==> src/hdl/cwsg_pkg.sv <==
// Shared types and constants for the congestion window send gate.
// No dependencies.
package cwsg_pkg;

	localparam int unsigned CFG_BITS = 16;

	typedef logic [1:0] func_t;
	localparam func_t FN_SEND   = 2'd0;
	localparam func_t FN_EXPIRE = 2'd1;
	localparam func_t FN_OPEN   = 2'd2;

	typedef logic [1:0] cfg_index_t;
	localparam cfg_index_t CFG_MIN_WINDOW     = 2'd0;
	localparam cfg_index_t CFG_INIT_WINDOW    = 2'd1;
	localparam cfg_index_t CFG_INIT_THRESHOLD = 2'd2;

	localparam logic [CFG_BITS-1:0] RST_MIN_WINDOW     = 16'd1;
	localparam logic [CFG_BITS-1:0] RST_INIT_WINDOW    = 16'd1;
	localparam logic [CFG_BITS-1:0] RST_INIT_THRESHOLD = 16'd64;

	localparam logic [31:0] LOSS_LIMIT = 32'd2;

	typedef enum logic [1:0] {
		TS_NONE = 2'd0,
		TS_RUN  = 2'd1,
		TS_DONE = 2'd2
	} timer_t;

	typedef struct packed {
		func_t       func;
		logic [3:0]  conn_id;
		logic [31:0] seq_next;
		logic [31:0] seq_unack;
		logic        data_phase;
	} in_t;

	typedef struct packed {
		logic permit;
		logic timer_start;
		logic mode;
		logic congestion_seen;
	} out_t;

endpackage

==> src/hdl/cwsg_conn_update.sv <==
// Per-connection decision and next-state logic for one request.
// Depends on cwsg_pkg.
module cwsg_conn_update import cwsg_pkg::*; #(
	parameter int unsigned WINDOW_BITS = 16
) (
	input  in_t                    item,
	input  logic                   in_range,
	input  logic [WINDOW_BITS-1:0] window,
	input  logic [WINDOW_BITS-1:0] threshold,
	input  logic [WINDOW_BITS-1:0] send_count,
	input  timer_t                 timer,
	input  logic [CFG_BITS-1:0]    min_window,
	input  logic [CFG_BITS-1:0]    initial_window,
	input  logic [CFG_BITS-1:0]    initial_threshold,
	output logic [WINDOW_BITS-1:0] window_nxt,
	output logic [WINDOW_BITS-1:0] threshold_nxt,
	output logic [WINDOW_BITS-1:0] send_count_nxt,
	output timer_t                 timer_nxt,
	output out_t                   result
);

	logic [47:0]            min_ext, iwin_ext, ithr_ext;
	logic [WINDOW_BITS-1:0] min_w, iwin_w, ithr_w;
	logic                   mode;
	logic                   loss;
	logic [31:0]            in_flight;
	logic [WINDOW_BITS-1:0] incr;
	logic [WINDOW_BITS:0]   grow_sum;
	logic [WINDOW_BITS-1:0] grown;

	assign min_ext  = {32'd0, min_window};
	assign iwin_ext = {32'd0, initial_window};
	assign ithr_ext = {32'd0, initial_threshold};
	assign min_w    = min_ext[WINDOW_BITS-1:0];
	assign iwin_w   = iwin_ext[WINDOW_BITS-1:0];
	assign ithr_w   = ithr_ext[WINDOW_BITS-1:0];

	assign mode      = !(window < threshold);
	assign in_flight = item.seq_next - item.seq_unack;
	assign loss      = in_flight > LOSS_LIMIT;

	assign incr     = mode ? {{(WINDOW_BITS-1){1'b0}}, 1'b1} : send_count;
	assign grow_sum = {1'b0, window} + {1'b0, incr};
	assign grown    = grow_sum[WINDOW_BITS] ? {WINDOW_BITS{1'b1}} : grow_sum[WINDOW_BITS-1:0];

	always_comb begin
		window_nxt     = window;
		threshold_nxt  = threshold;
		send_count_nxt = send_count;
		timer_nxt      = timer;
		result         = '0;
		if (in_range) begin
			result.mode = mode;
			case (item.func)
				FN_EXPIRE: begin
					if (timer == TS_RUN)
						timer_nxt = TS_DONE;
				end
				FN_OPEN: begin
					window_nxt     = iwin_w;
					threshold_nxt  = ithr_w;
					send_count_nxt = '0;
					timer_nxt      = TS_NONE;
				end
				FN_SEND: begin
					if (!item.data_phase) begin
						result.permit = 1'b1;
					end else if (timer == TS_DONE) begin
						result.timer_start = 1'b1;
						timer_nxt          = TS_RUN;
						if (loss) begin
							result.congestion_seen = 1'b1;
							window_nxt             = min_w;
							send_count_nxt         = '0;
							if (threshold > {{(WINDOW_BITS-1){1'b0}}, 1'b1})
								threshold_nxt = mode ? (window >> 1) : (threshold >> 1);
						end else begin
							result.permit  = 1'b1;
							window_nxt     = grown;
							send_count_nxt = {{(WINDOW_BITS-1){1'b0}}, 1'b1};
						end
					end else begin
						// fresh timer starts, then judged as running
						if (timer != TS_RUN) begin
							result.timer_start = 1'b1;
							timer_nxt          = TS_RUN;
						end
						if (send_count < window) begin
							send_count_nxt = send_count + {{(WINDOW_BITS-1){1'b0}}, 1'b1};
							result.permit  = 1'b1;
						end
					end
				end
				default: begin
				end
			endcase
		end
	end

endmodule

==> src/hdl/congestion_window_send_gate_top.sv <==
// Congestion window send gate, top level: input register, per-connection state,
// result register and configuration registers. Depends on cwsg_pkg, cwsg_conn_update.
// Result path: input register, then the update logic, then the result register and its strobe.
// Throughput: one request per cycle when not busy; state is read and written in the same stage.
// Reset: all connections return to window 1, threshold 64, count 0, no timer;
// busy is high during reset and until the first clock edge after its release. Results cannot be stalled.
module congestion_window_send_gate_top import cwsg_pkg::*; #(
	parameter int unsigned CONNECTIONS = 16,
	parameter int unsigned WINDOW_BITS = 16
) (
	input  logic                clk,
	input  logic                arst_n,
	input  logic                start,
	output logic                busy,
	input  in_t                 item,
	input  logic                cfg_valid,
	output logic                cfg_ready,
	input  cfg_index_t          cfg_index,
	input  logic [CFG_BITS-1:0] cfg_data,
	output logic                result_valid,
	output out_t                result
);

	localparam int unsigned IDX_BITS = (CONNECTIONS > 1) ? $clog2(CONNECTIONS) : 1;
	localparam logic [31:0] RST_WINDOW    = 32'd1;
	localparam logic [31:0] RST_THRESHOLD = 32'd64;

	logic                   ready_q;
	logic [CFG_BITS-1:0]    min_window_q, init_window_q, init_threshold_q;
	logic                   valid_s1;
	in_t                    item_s1;

	logic [WINDOW_BITS-1:0] window_q     [CONNECTIONS];
	logic [WINDOW_BITS-1:0] threshold_q  [CONNECTIONS];
	logic [WINDOW_BITS-1:0] send_count_q [CONNECTIONS];
	timer_t                 timer_q      [CONNECTIONS];

	logic [8:0]             id_ext;
	logic                   in_range;
	logic [IDX_BITS-1:0]    idx;
	logic [WINDOW_BITS-1:0] window_nxt, threshold_nxt, send_count_nxt;
	logic [WINDOW_BITS-1:0] window_rd, threshold_rd, send_count_rd;
	timer_t                 timer_rd, timer_nxt;
	out_t                   result_nxt;
	logic                   accept;
	out_t                   result_q;
	logic                   result_valid_q;

	assign busy      = !ready_q;
	assign cfg_ready = ready_q;
	assign accept    = start && !busy;

	always_ff @(posedge clk or negedge arst_n) begin
		if (!arst_n) begin
			ready_q <= 1'b0;
		end else begin
			ready_q <= 1'b1;
		end
	end

	always_ff @(posedge clk or negedge arst_n) begin
		if (!arst_n) begin
			min_window_q     <= RST_MIN_WINDOW;
			init_window_q    <= RST_INIT_WINDOW;
			init_threshold_q <= RST_INIT_THRESHOLD;
		end else if (cfg_valid && cfg_ready) begin
			case (cfg_index)
				CFG_MIN_WINDOW:     min_window_q     <= cfg_data;
				CFG_INIT_WINDOW:    init_window_q    <= cfg_data;
				CFG_INIT_THRESHOLD: init_threshold_q <= cfg_data;
				default: begin
				end
			endcase
		end
	end

	always_ff @(posedge clk or negedge arst_n) begin
		if (!arst_n) begin
			valid_s1 <= 1'b0;
		end else begin
			valid_s1 <= accept;
		end
	end

	always_ff @(posedge clk) begin
		if (accept)
			item_s1 <= item;
	end

	assign id_ext   = {5'd0, item_s1.conn_id};
	assign in_range = id_ext < 9'(CONNECTIONS);
	assign idx      = id_ext[IDX_BITS-1:0];

	assign window_rd     = in_range ? window_q[idx]     : '0;
	assign threshold_rd  = in_range ? threshold_q[idx]  : '0;
	assign send_count_rd = in_range ? send_count_q[idx] : '0;
	assign timer_rd      = in_range ? timer_q[idx]      : TS_NONE;

	cwsg_conn_update #(
		.WINDOW_BITS(WINDOW_BITS)
	) u_update (
		.item              (item_s1),
		.in_range          (in_range),
		.window            (window_rd),
		.threshold         (threshold_rd),
		.send_count        (send_count_rd),
		.timer             (timer_rd),
		.min_window        (min_window_q),
		.initial_window    (init_window_q),
		.initial_threshold (init_threshold_q),
		.window_nxt        (window_nxt),
		.threshold_nxt     (threshold_nxt),
		.send_count_nxt    (send_count_nxt),
		.timer_nxt         (timer_nxt),
		.result            (result_nxt)
	);

	always_ff @(posedge clk or negedge arst_n) begin
		if (!arst_n) begin
			for (int i = 0; i < CONNECTIONS; i++) begin
				window_q[i]     <= RST_WINDOW[WINDOW_BITS-1:0];
				threshold_q[i]  <= RST_THRESHOLD[WINDOW_BITS-1:0];
				send_count_q[i] <= '0;
				timer_q[i]      <= TS_NONE;
			end
		end else if (valid_s1 && in_range) begin
			window_q[idx]     <= window_nxt;
			threshold_q[idx]  <= threshold_nxt;
			send_count_q[idx] <= send_count_nxt;
			timer_q[idx]      <= timer_nxt;
		end
	end

	always_ff @(posedge clk or negedge arst_n) begin
		if (!arst_n) begin
			result_valid_q <= 1'b0;
		end else begin
			result_valid_q <= valid_s1;
		end
	end

	always_ff @(posedge clk) begin
		if (valid_s1)
			result_q <= result_nxt;
	end

	assign result_valid = result_valid_q;
	assign result       = result_q;

	// every strobe answers exactly one accepted transaction, passed through the input and result registers
	a_strobe_follows_accept: assert property (@(posedge clk) disable iff (!arst_n)
		result_valid |-> $past(start && !busy, 2))
		else $error("result strobe without accepted transaction");

	a_stage_advances: assert property (@(posedge clk) disable iff (!arst_n)
		valid_s1 |=> result_valid)
		else $error("accepted transaction lost between stages");

	a_loss_denies: assert property (@(posedge clk) disable iff (!arst_n)
		result_valid && result.congestion_seen |-> !result.permit && result.timer_start)
		else $error("congestion reported with permit or without timer restart");

endmodule
==> config.mk <==
export PLATFORM = sky130hd
export DESIGN_NAME = congestion_window_send_gate_top
export DESIGN_NICKNAME = d
export VERILOG_FILES = /design/src/hdl/cwsg_pkg.sv /design/src/hdl/cwsg_conn_update.sv /design/src/hdl/congestion_window_send_gate_top.sv
export SDC_FILE = /design/constraint.sdc
export NUM_CORES = 2
export LEC_CHECK = 0
export BUFFER_PORTS_ARGS = -buffer_cell sky130_fd_sc_hd__buf_2
export CAP_MARGIN = 30
export CELL_PAD_IN_SITES_DETAIL_PLACEMENT = 1
export CELL_PAD_IN_SITES_GLOBAL_PLACEMENT = 1
export CORE_ASPECT_RATIO = 1.1
export CORE_UTILIZATION = 47
export DETAILED_ROUTE_END_ITERATION = 6
export MAX_ROUTING_LAYER = met4
export PLACE_DENSITY = 0.81
export SYNTH_ARGS = -nofsm -noshare
export SYNTH_HDL_FRONTEND = slang
export SYNTH_SLANG_ARGS = --single-unit
export TNS_END_PERCENT = 1
==> constraint.sdc <==
create_clock -name clk -period 9.6 [get_ports clk]
set_input_delay 0.48 -clock clk [delete_from_list [all_inputs] [get_ports clk]]
set_output_delay 0.48 -clock clk [all_outputs]
set_load 0.03 [all_outputs]
==> Yosys cells after proc, flatten, opt, wreduce, memory -nomap -nowiden <==
Index checks and enable logic that the tools add are counted.
{ "op_classes": {"n_mux": 56, "addsub": 3, "eq_ne": 7, "bitwise_logic": 1, "reduce_logical": 14, "order_cmp": 7, "div": 0, "shift": 0, "multipliers": 0} }
{ "ops": {"columns": ["operator", "count"], "rows": [
  ["256-bit bitwise mux", 3],
  ["16-bit 2-to-1 mux", 25],
  ["16-bit binary-select mux with 4-bit select", 3],
  ["16-bit case mux with 2 select lines", 3],
  ["16-bit demux with 4-bit select", 1],
  ["32-bit bitwise mux", 1],
  ["32-bit by 2-bit > comparator with 1-bit output (second input constant)", 1],
  ["16-bit less-than comparator", 2],
  ["32-bit subtractor", 1],
  ["2-bit 2-to-1 mux", 10],
  ["16-bit by 16-bit adder with 17-bit output", 1],
  ["16-bit by 1-bit adder with 16-bit output (second input constant)", 1],
  ["16-bit by 1-bit > comparator with 1-bit output (second input constant)", 1],
  ["15-bit 2-to-1 mux", 1],
  ["2-bit binary-select mux with 4-bit select", 1],
  ["2-bit demux with 4-bit select", 1],
  ["2-bit AND reduction", 4],
  ["2-bit by 1-bit == test with 1-bit output (second input constant)", 3],
  ["2-bit == test (second input constant)", 3],
  ["1-bit 2-to-1 mux", 6],
  ["2-bit case mux with 3 select lines", 1],
  ["5-bit >= comparator (second input constant)", 1],
  ["4-bit by 5-bit less-than comparator with 1-bit output (second input constant)", 1],
  ["5-bit by 1-bit less-than comparator with 1-bit output (second input constant)", 1],
  ["7 further kinds", 12]
]} }
{ "totals": {"out_inout_bits": 7, "mem_bits_rw": 0, "mem_count": 0, "elab_cells": 167, "rom_bits": 0, "latchBits": 0, "register_bits": 926} }

==> Longest topological paths before layout <==
{ "depth": {"depth_word": 15, "mapped_depth": 37, "mapped_depth_nobuf": 25} }

==> Hierarchy <==
Synthesis repeated with hierarchy kept, for this count alone.
{ "hier_totals": {"cells_unflattened": 3264, "hier_area_um2": 45852.7} }
{ "by_module_without_submodules": {"columns": ["module", "cells_per_inst", "area_per_inst_um2", "seq_area_each_um2", "n_inst"], "rows": [
  ["congestion_window_send_gate_top", 2366, 39675.6, 23591.4, 1],
  ["cwsg_conn_update", 898, 6177.2, 0.0, 1]
]} }

==> Worst setup path before layout <==
Ideal clock, no wire load.
{ "synth_timing": {"kind": "reg-to-reg", "from": "register item_s1, in the netlist idx[0]", "to": "register window_q[100] in the netlist's numbering", "arrival_time_ps": 9023, "stages_incl_launch_ff": 37, "synth_period_minus_slack_ps": 9160, "setup_slack_ps": 440, "n_path_buf": 13, "t_required_ps": 9463, "setup_ps": 137, "cell_sequence": "edfxtp_1 > buf_2 > buf_6 > buf_6 > buf_4 > buf_4 > buf_4 > buf_2 > buf_2 > mux4_2 > mux4_2 > ha_1 > a21o_1 > a21o_1 > a21oi_1 > nor2_1 > a2111oi_0 > o21ai_2 > buf_4 > buf_2 > buf_1 > or2_2 > ha_1 > fa_1 > a21o_1 > a21oi_1 > nor2b_1 > o22a_1 > a2111oi_0 > o21bai_1 > a221oi_1 > clkbuf_1 > o21ai_0 > mux2_2 > a21oi_1 > clkbuf_1 > a21oi_1"} }
{ "synth_between": {"elab_chain_cells": 15, "word_cells_on_any_way": 35} }
{ "synth_rtl": {"columns": ["item", "line", "rtl"], "rows": [
  ["from (decl)", "congestion_window_send_gate_top.sv:31", "in_t item_s1;"],
  ["from (signal assigned)", "congestion_window_send_gate_top.sv:87", "item_s1 <= item;"],
  ["4-bit inverter with 5-bit output (implied by the code)", null, null],
  ["16-bit binary-select mux with 4-bit select, on equally long branches", "congestion_window_send_gate_top.sv:94, congestion_window_send_gate_top.sv:95", null],
  ["16-bit 2-to-1 mux, on equally long branches (3 in series)", "congestion_window_send_gate_top.sv:94, congestion_window_send_gate_top.sv:95", null],
  ["16-bit less-than comparator", "cwsg_conn_update.sv:38", "assign mode = !(window < threshold);"],
  ["16-bit 2-to-1 mux", "cwsg_conn_update.sv:42", "assign incr = mode ? {{(WINDOW_BITS-1){1'b0}}, 1'b1} : send_count;"],
  ["16-bit by 16-bit adder with 17-bit output", "cwsg_conn_update.sv:43", "assign grow_sum = {1'b0, window} + {1'b0, incr};"],
  ["16-bit 2-to-1 mux", "cwsg_conn_update.sv:44", "assign grown = grow_sum[WINDOW_BITS] ? {WINDOW_BITS{1'b1}} : grow_sum[WINDOW_BITS-1:0];"],
  ["16-bit 2-to-1 mux", "cwsg_conn_update.sv:71", "if (loss) begin"],
  ["16-bit 2-to-1 mux", "cwsg_conn_update.sv:68", "end else if (timer == TS_DONE) begin"],
  ["16-bit 2-to-1 mux", "cwsg_conn_update.sv:66", "if (!item.data_phase) begin"],
  ["16-bit case mux with 2 select lines", "cwsg_conn_update.sv:54", "case (item.func)"],
  ["16-bit 2-to-1 mux", "cwsg_conn_update.sv:52", "if (in_range) begin"],
  ["256-bit bitwise mux", "congestion_window_send_gate_top.sv:127", "window_q[idx] <= window_nxt;"],
  ["to (signal, indexed assignment)", "congestion_window_send_gate_top.sv:121", "window_q[i] <= RST_WINDOW[WINDOW_BITS-1:0];"],
  ["to (signal, indexed assignment)", "congestion_window_send_gate_top.sv:127", null],
  ["to (decl)", "congestion_window_send_gate_top.sv:33", "logic [WINDOW_BITS-1:0] window_q [CONNECTIONS];"]
]} }
Several ways; a longest one is shown, not always the timed one. The select of a mux whose other input is x is not followed.
A chain may end at the register's enable or synchronous reset.

==> Worst setup path after layout <==
{ "layout_timing": {"from": "register item_s1, in the netlist idx[0]", "to": "register window_q[105] in the netlist's numbering"} }
The elaborated chain is that of the path after synthesis.

==> impl_metrics.py <==
metrics = {
    "die": {
        "die_h_um": 327.1,
        "dieWidth_um": 297.6,
        "pin_count": 100,
        "initial_core_util": 0.4773,
        "rows": 118,
        "die_area_sq_mm": 0.09735,
        "coreArea_sq_mm": 0.09464,
    },
    "power": {
        "sw_frac_of_total": 0.2805,
        "total_power_mw": 10.32,
        "combPwrFrac": 0.163,
        "p_leak_nw": 21.98,
        "power_density_mw_per_mm2": 201.7,
        "p_seq_frac": 0.451,
        "worst_ir_drop_vdd_v": 0.0001337,
        "p_clk_frac": 0.386,
        "p_int_mw": 7.428,
        "p_sw_mw": 2.896,
    },
    "worst_setup_path": {
        "max_stage_delay_ps": 730,
        "r2r_cells": 27,
        "crit_buf_inv": 5,
        "critPathSlowestCell": "a2111oi_0",
        "path_common_cell": "a21oi_1",
        "r2r-end": "window_q[105]",
        "crit_type": "reg -> reg",
        "end_kind": "flip-flop",
        "cp_top_family": "compound AO/OA/AOI/OAI gates",
        "r2r_setup_slack_ps": 730,
        "cp.required_ps": 10120,
        "r2r_start": "idx[0]",
        "worstPathArrival_ps": 9400,
        "startpoint_type": "flip-flop",
        "crit_fanout": 34,
    },
    "sta": {
        "skew_ps": 41.49,
        "relSlewSlack": 0.2873,
        "hold_ws_ps": 110.8,
        "slew_violations": 0,
        "period_minus_slack_ps": 8872,
        "max_freq_ghz": 0.1127,
        "setup_viol": 0,
        "final-hold-violation-count": 0,
        "period_share": 0.9241,
        "worstMarginPinSlew_ps": 1065,
        "rsz0062_at_grt": "no",
        "fin_setup_tns_ps": 0,
        "timing.final.ws_setup_ps": 728.5,
    },
    "logic_synthesis": {
        "synth_cells": 3807,
        "synth_nets": 3980,
        "synth_area_sq_mm": 0.04517,
        "ys_seq_area_frac": 0.5223,
        "synth-xor-area-share": 0.005042,
        "ys.flop_type": "dfrtp_1",
        "synth_compound_area_frac": 0.1211,
        "synth_edf_count": 75,
        "yosys_warnings": 0,
        "async_reset_ff_frac": 0.9190,
        "yosys-top-cells-count": "816 x dfrtp_1, 449 x nand2_1, 335 x o21ai_0, 313 x nor2_1, 299 x mux2_2",
        "avgSynthCellArea_sq_um": 11.86,
        "yosys.area.top_type": "dfrtp_1",
        "muxShareOfSynthArea": 0.2032,
        "synth_top_area_share": 0.4521,
        "synth_top_family_by_area": "multiplexers",
        "yosysMostFrequentCell": "dfrtp_1",
        "synth_fa_ha_area_frac": 0.02249,
        "synth_simple_gate_area_share": 0.08903,
        "ys_types": 90,
        "synth_area_leaders": "dfrtp_1 45%, mux4_2 12%, mux2_2 7.5%",
        "ys_seq_elements": 926,
    },
    "finish": {
        "drive_above_1_share": 0.2567,
        "fillers": 9483,
        "regArea_sq_mm": 0.02359,
        "syn_to_final_growth_pct": 13.35,
        "final_util": 0.5410,
        "nNetsFinal": 4029,
        "multi_input_area_sq_mm": 0.02012,
    },
    "cts": {
        "insertion_delay_ps": 710,
        "cts_buffer_depth": 3,
        "cts_tree": "done",
        "cts_setup_buffers": 0,
        "cts_hold_buf": 71,
        "cts_made_buffers": 98,
        "htree_num_levels": 3,
        "root_buffer": "clkbuf_16",
        "post_cts_resized": 0,
        "clk_pin_slew_ps": 70,
        "cts.sink_count": 926,
    },
    "detailed_routing": {
        "num_vias": 34050,
        "dr.pass1.iters": 5,
        "totalWireLength_mm": 150.4,
        "avgViaCountPerCell": 6.551,
        "drc": 0,
        "drtIter0Drc": 3489,
        "route.met2.wl_mm": 74.51,
        "postRouteAntennaNets": 0,
        "dr.max_layer_used": "met4",
        "post_drt_wl_per_cell_um": 28.94,
        "met1Wirelength_mm": 58.25,
        "wl_met3_mm": 11.18,
    },
    "placement": {
        "dpl.hpwl_mm": 87.11,
        "port_buffers": 99,
        "gp_congestion": 0.9564,
        "place_ws_ps": 838.1,
    },
    "global_routing": {
        "grt.total_usage": 0.3214,
        "antenna_found_initial": 3,
        "grt_pass1_wl_mm": 230.5,
        "grt-ovfl-total": 0,
        "grt_pass1_vias": 37150,
        "grt_max_degree": 173,
    },
    "hold_path": {
        "holdPathStages": 2,
        "holdPathEnd": "min_window_q[9]",
        "worstHoldStart": "cfg_data[9]",
        "min_path_type": "in -> reg",
    },
    "flow_run": {
        "drv_cap": 0,
    },
    "status": {
        "status": "complete, no violations",
    },
}
-- metrics by stage --
step | instance area, sq um | instances
detailed placement | 47110 | 4941
global placement | 46700 | 4922
CTS | 51130 | 5191
floorplan | 45170 | 3807
finish | 51200 | 5198
global route | 51190 | 5197
-- layout make-up --
| type | count | share of cell area |
|---|---|---|
| Sequential cell | 926 | 0.4608 |
| Tap cell | 1260 | 0.03079 |
| Inverter | 82 | 0.006012 |
| Clock inverter | 34 | 0.007894 |
| Timing Repair Buffer | 257 | 0.04482 |
| Multi-Input combinational cell | 2491 | 0.3929 |
| Antenna cell | 3 | 0.0001466 |
| Clock buffer | 145 | 0.05660 |
-- cells by family (layout without fill, tap and decap cells) --
logic type	count (synthesis)	after routing
other cells	1	4
mux	568	568
xor+xnor	26	26
fa+ha+maj	80	80
compound gates	869	869
buf+inv	390	518
simple gates	947	947
flops	926	926
-- cell usage in the layout, fill, tap and decap left out, drive strengths merged, types with 8 or more instances in the layout --
cell type	n
nor4	10
nand3	31
a22o	9
nor3	24
o31ai	40
o31a	14
a21o	26
mux2	300
a211oi	8
dfstp	35
or3	10
dlygate4sd3	71
edfxtp	75
ha	78
nor2b	21
o21a	17
mux4	249
clkinv	20
nand4	23
a41oi	66
xnor2	16
a22oi	11
dfrtp	816
and3	15
nor2	313
inv	84
bufinv	8
o211ai	10
clkbuf	145
o21ai	340
xor2	10
buf	186
mux2i	19
a31oi	52
nand2	449
nand2b	10
a21oi	218
-- power by group through the flow --
stage	combinational [mW]	sequential [mW]	clock (mW)
finish	1.68	4.66	3.99
global placement	1.49	4.66	0
detailed placement	1.60	4.70	0
floorplan	1.12	4.60	0
global route	1.80	4.69	4.15
CTS	1.65	4.64	3.98
-- worst max-delay path by stage --
stage | start | end | slack (ps) | cells past startpoint
2_1_floorplan | idx[0] | window_q[100] | 440 | 36
3_3_place_gp | idx[0] | window_q[185] | 1160 | 24
3_5_place_dp | idx[0] | window_q[121] | 840 | 27
4_1_cts | idx[0] | window_q[105] | 770 | 25
5_1_grt | idx[0] | window_q[105] | 270 | 27
6_report | idx[0] | window_q[105] | 730 | 27
-- per-layer routing --
| layer | GRT usage | up-vias |
|---|---|---|
| met5 | - | - |
| met4 | 0.1468 | 0 |
| met3 | 0.05319 | 443 |
| met2 | 0.5178 | 1616 |
| met1 | 0.3994 | 18010 |
| li1 | - | 13980 |
-- state kept, by name, summed over array words and instances (netlist names) --
signal            count
init_threshold_q     16
min_window_q         16
item_s1              67
send_count_q        256
timer_q              32
threshold_q         256
init_window_q        16
cfg_ready             1
idx                   4
valid_s1              1
result_valid          1
result                4
window_q            256
(Power assumes the default switching activity.)
